$ cat src/design/cfc_pkg.sv
// ---------------------------------------------------------------------------
// Complex FIR convolver package
// Shared widths, command codes and the control struct of the tap cells.
// ---------------------------------------------------------------------------
package cfc_pkg;

  // Kernel depth and field widths.
  localparam int MAX_TAPS  = 64;
  localparam int TAP_IDX_W = 6;
  localparam int TAP_CNT_W = 7;
  localparam int WAVE_W    = $clog2(MAX_TAPS + 1);
  localparam int SAMPLE_W  = 16;
  localparam int PROD_W    = 2 * SAMPLE_W;
  localparam int OUT_W     = 38;

  // Request commands; code 3 has no meaning and is dropped.
  typedef enum logic [1:0] {
    CMD_LOAD_TAP = 2'd0,
    CMD_PUSH     = 2'd1,
    CMD_CLEAR    = 2'd2
  } cmd_t;

  // Per-cell control for one cycle.
  typedef struct packed {
    logic shift;
    logic clear;
    logic load;
  } cell_ctrl_t;

endpackage

$ cat src/design/cfc_cell.sv
// ---------------------------------------------------------------------------
// Complex FIR tap cell
// Holds one tap and one history sample; when active, adds its product to the
// partial sum that moves down the chain one cell per cycle.
// ---------------------------------------------------------------------------
module cfc_cell import cfc_pkg::*; (
  input  logic                       clk,
  input  logic                       rst_n,
  input  cell_ctrl_t                 ctrl,
  input  logic                       active,
  input  logic signed [SAMPLE_W-1:0] tap_value,
  input  logic signed [SAMPLE_W-1:0] x_re_i,
  input  logic signed [SAMPLE_W-1:0] x_im_i,
  output logic signed [SAMPLE_W-1:0] x_re_o,
  output logic signed [SAMPLE_W-1:0] x_im_o,
  input  logic signed [OUT_W-1:0]    sum_re_i,
  input  logic signed [OUT_W-1:0]    sum_im_i,
  output logic signed [OUT_W-1:0]    sum_re_o,
  output logic signed [OUT_W-1:0]    sum_im_o
);

  logic signed [SAMPLE_W-1:0] tap_r;
  logic signed [SAMPLE_W-1:0] hist_re_r;
  logic signed [SAMPLE_W-1:0] hist_im_r;
  logic signed [PROD_W-1:0]   prod_re;
  logic signed [PROD_W-1:0]   prod_im;
  logic signed [OUT_W-1:0]    sum_re_r;
  logic signed [OUT_W-1:0]    sum_im_r;
  logic signed [OUT_W-1:0]    sum_re_nxt;
  logic signed [OUT_W-1:0]    sum_im_nxt;

  // History sample: shifts in from the neighbor on a push, zeroed on a clear.
  always_ff @(posedge clk) begin
    if (!rst_n) begin
      hist_re_r <= '0;
      hist_im_r <= '0;
    end else if (ctrl.clear) begin
      hist_re_r <= '0;
      hist_im_r <= '0;
    end else if (ctrl.shift) begin
      hist_re_r <= x_re_i;
      hist_im_r <= x_im_i;
    end
  end

  // Coefficient is undefined until loaded, so it carries no reset.
  always_ff @(posedge clk) begin
    if (ctrl.load) begin
      tap_r <= tap_value;
    end
  end

  // Product and partial sum; a cell beyond the tap count passes the sum on.
  always_comb begin
    prod_re = tap_r * hist_re_r;
    prod_im = tap_r * hist_im_r;
    if (active) begin
      sum_re_nxt = sum_re_i + OUT_W'(prod_re);
      sum_im_nxt = sum_im_i + OUT_W'(prod_im);
    end else begin
      sum_re_nxt = sum_re_i;
      sum_im_nxt = sum_im_i;
    end
  end

  always_ff @(posedge clk) begin
    sum_re_r <= sum_re_nxt;
    sum_im_r <= sum_im_nxt;
  end

  assign x_re_o   = hist_re_r;
  assign x_im_o   = hist_im_r;
  assign sum_re_o = sum_re_r;
  assign sum_im_o = sum_im_r;

endmodule

$ cat config.mk
export PLATFORM = sky130hd
export DESIGN_NAME = cfc_cell
export DESIGN_NICKNAME = d
export VERILOG_FILES = /design/src/design/cfc_pkg.sv /design/src/design/cfc_cell.sv
export SDC_FILE = /design/constraint.sdc
export NUM_CORES = 2
export LEC_CHECK = 0
export BUFFER_PORTS_ARGS = -buffer_cell sky130_fd_sc_hd__buf_2
export CAP_MARGIN = 20
export CORE_ASPECT_RATIO = 1.4
export CORE_MARGIN = 2
export CORE_UTILIZATION = 65
export CTS_BUF_LIST = sky130_fd_sc_hd__clkbuf_8
export CTS_CLUSTER_DIAMETER = 80
export DETAILED_ROUTE_END_ITERATION = 7
export PLACE_DENSITY = 0.95
export SLEW_MARGIN = 15
export SYNTH_ARGS = -nofsm -noshare
export SYNTH_HDL_FRONTEND = slang
export SYNTH_SLANG_ARGS = --single-unit
$ cat constraint.sdc
create_clock -name clk -period 9.7 [get_ports clk]
set_clock_uncertainty 0.15 [all_clocks]
set_input_delay 0.485 -clock clk [delete_from_list [all_inputs] [get_ports clk]]
set_output_delay 0.485 -clock clk [all_outputs]
set_load 0.02 [all_outputs]
==> flow_summary_export.csv <==
group,metric,value,unit
outcome,status,"completed",
routing,ant_nets,0,
cts,h-tree-depth,4,
synth,syn_area_per_cell,9.622,um^2
final_layout,final_common_cell,"inv_1",
synth,synth_edf_count,16,
sta,finalCritPeriodShare,77.07,%
synth,yosys-mux-area-fraction,3.522,%
critical_path,cp-start-kind,"register",
global_routing,track_usage,34.77,%
routing,num_vias,21200,
cts,cts_buffers,17,
critical_path,critPathCaptureType,"register",
global_routing,grt_max_degree,47,
critical_path,critPathMaxFanout,17,
synth,synthAdderAreaFrac,56.33,%
synth,synth_top_family_by_area,"adder cells",
placed_design,dp_cells,3587,
critical_path,critical_path.top_delay_family,"adder cells",
cts,cts_resized,0,
routing,wl_per_cell,19.88,um
synth,synth_top_area_share,46.35,%
job,drv_cap,0,
sta,hold_viol_final,0,
synth,yosysUniqueCellTypes,67,
floorplan,coreArea,42200,um^2
final_layout,stdcell_count,3639,
sta,slew_violations,0,
critical_path,crit_top_cell,"fa_1",
sta,fmax,133.8,MHz
synth,synthesis.nets,3887,
cts,ctsHoldBuffers,16,
final_layout,syn2layout_area_growth,7.921,%
routing,drt_wl_total,72.36,mm
placed_design,dp_hpwl,56.71,mm
global_routing,antenna_found_initial,3,
min_path,hold_class,"input port to register",
floorplan,die_h,248.8,um
floorplan,pin_count,238,
floorplan,rows,89,
synth,syn-cell-area,27820,um^2
critical_path,crit_slowest_cell,"fa_1",
synth,synthArstFlopShare,0,%
sta,period_minus_slack,7.475,ns
final_layout,n_fill_cell,2786,
critical_path,critPathRequiredTime,9.96,ns
synth,yosys.area_share.simple,11.95,%
cts,postCtsSetupBuffers,0,
floorplan,start_util,65.91,%
power,power.leakage,0.01623,uW
global_routing,grt_pass1_wl,118.2,mm
sta,slew_headroom,32.83,%
cts,root_buffer,"clkbuf_8",
synth,yosys_warnings,0,
sta,worst_slew_pin_slew,1.006,ns
synth,yosysTopAreaCell,"fa_1",
final_layout,mostFrequentLayoutCells,"740 x inv_1, 643 x fa_1, 300 x nand2_1",
floorplan,dieArea,44490,um^2
synth,netlist_instances,2891,
critical_path,max_stage_delay,0.86,ns
routing,drc_errors,0,
global_routing,first_global_vias,24360,
critical_path,critical_path.cell_chain,"buf_4 > nand2_1 > inv_1 > fa_1 > fa_1 > fa_1 > fa_1 > fa_1 > inv_1 > fa_1 > inv_1 > ha_1 > nand3_1 > nor4_1 > a21oi_4 > o41ai_2 > a21oi_2 > mux2i_1 > or3_1",
synth,synth_compound_area_share,4.984,%
final_layout,final_layout_size_suffix_gt1_share,11.74,%
cts,worstSkewPairLatency,0.54,ns
sta,rsz0062_at_grt,"no",
final_layout,final_nets,4074,
critical_path,critPathBufInv,4,
power,max-vdd-ir-drop,0.0001723,V
cts,path_clk_slew,0.12,ns
synth,synthXorXnorAreaFrac,2.298,%
cts,clk_path_buf_depth,2,
floorplan,dieWidth,178.8,um
routing,drt_iter0_markers,1527,
sta,fin_setup_tns,0,ns
critical_path,critical_path_class,"register to register",
synth,ys_top_cells_by_area,"fa_1 46%, ha_1 10%, inv_1 10%",
synth,seq_area_frac_synth,9.500,%
cts,cts.sink_count,124,
placed_design,gp_congestion,0.9062,
placed_design,place.port_buffers,237,
power,p_per_area,150.4,nW/um^2
synth,ys.flop_type,"dfxtp_1",
sta,setup_viol,0,
global_routing,gr-total-overflow,0,
synth,yosys_register_bits,124,
final_layout,postLayoutCoreUtil,71.13,%
critical_path,crit_arrival,7.73,ns
routing,vias_per_cell,5.826,
cts,cts_tree,"done",
routing,dr.pass1.iters,7,
cell type report:
class                           count  area (um^2)  share of cell area [%]
Antenna cell                        2        5.005                 0.01667
Clock buffer                       17        234.0                  0.7794
Clock inverter                     15        151.4                  0.5043
Inverter                          741         2781                   9.265
Multi-Input combinational cell   1921        22000                   73.29
Sequential cell                   124         2643                   8.803
Tap cell                          546        683.2                   2.276
Timing Repair Buffer              273         1521                   5.068
path summary, 6_finish.rpt:
kind	from	end	slack, ns	depth (start not counted)
setup / recovery	tap_r[15]$_DFFE_PP_	sum_re_o[37]$_DFF_P_	2.22	19
hold / removal	sum_im_i[31]	sum_im_o[31]$_DFF_P_	0.05	2
setup reg to reg	tap_r[15]$_DFFE_PP_	sum_re_o[37]$_DFF_P_	2.22	19
hold reg to reg	x_im_o[15]$_SDFFE_PP0P_	x_im_o[15]$_SDFFE_PP0P_	0.52	2
per-stage QoR:
step	hold WS, ns	cell area (um^2)	worst slack (ns)	total power [uW]
after floorplan	0.4317	27820	3.072	3153
after global placement	0.4544	29420	2.546	3810
after detailed placement	0.5074	29440	2.365	3965
after CTS	0.02368	29980	2.308	4498
after global routing	0.03376	30020	1.898	4912
final	0.05115	30020	2.225	4516
power breakdown:
group,leakage (uW),internal [uW],switching [uW]
combinational,0.0150,1370,1890
sequential,0.00106,676,73.2
clock,0.000192,192,314
kinds of logic (layout without fill, tap and decap cells):
kind of cell,after synthesis,after routing
fa+ha+maj,866,866
buf+inv,846,1046
simple gates,685,685
compound gates,206,206
flops,124,124
mux,91,91
xor+xnor,73,73
other cells,0,2
routing by layer:
layer / vias up / part of all wire, % / track usage, %
li1: 8917 / - / -
met1: 10520 / 31 / 35.61
met2: 1264 / 52 / 59.15
met3: 494 / 8.6 / 10.03
met4: 4 / 8.5 / 26.02
met5: - / 0.097 / 0.9009
cell usage after synthesis, types with 9 or more instances:
cell type    n
mux2_2      55
xnor2_1     58
o21a_1      16
and2_1     229
a21oi_1     69
nand2b_1     9
o21bai_1     9
and3_1      10
ha_1       222
nand2_1    300
dfxtp_1    108
inv_1      740
clkbuf_1   100
xor2_1      15
fa_1       644
mux2i_1     36
o21ai_0     29
edfxtp_1    16
nand3_1     16
nor2_1      84
a21o_1      30
state kept, by name, indices dropped and copies added (netlist names):
| register | cells |
|---|---|
| sum_im_o | 38 |
| tap_r | 16 |
| x_re_o | 16 |
| sum_re_o | 38 |
| x_im_o | 16 |
No activity file was read; power rests on OpenSTA's default activity.
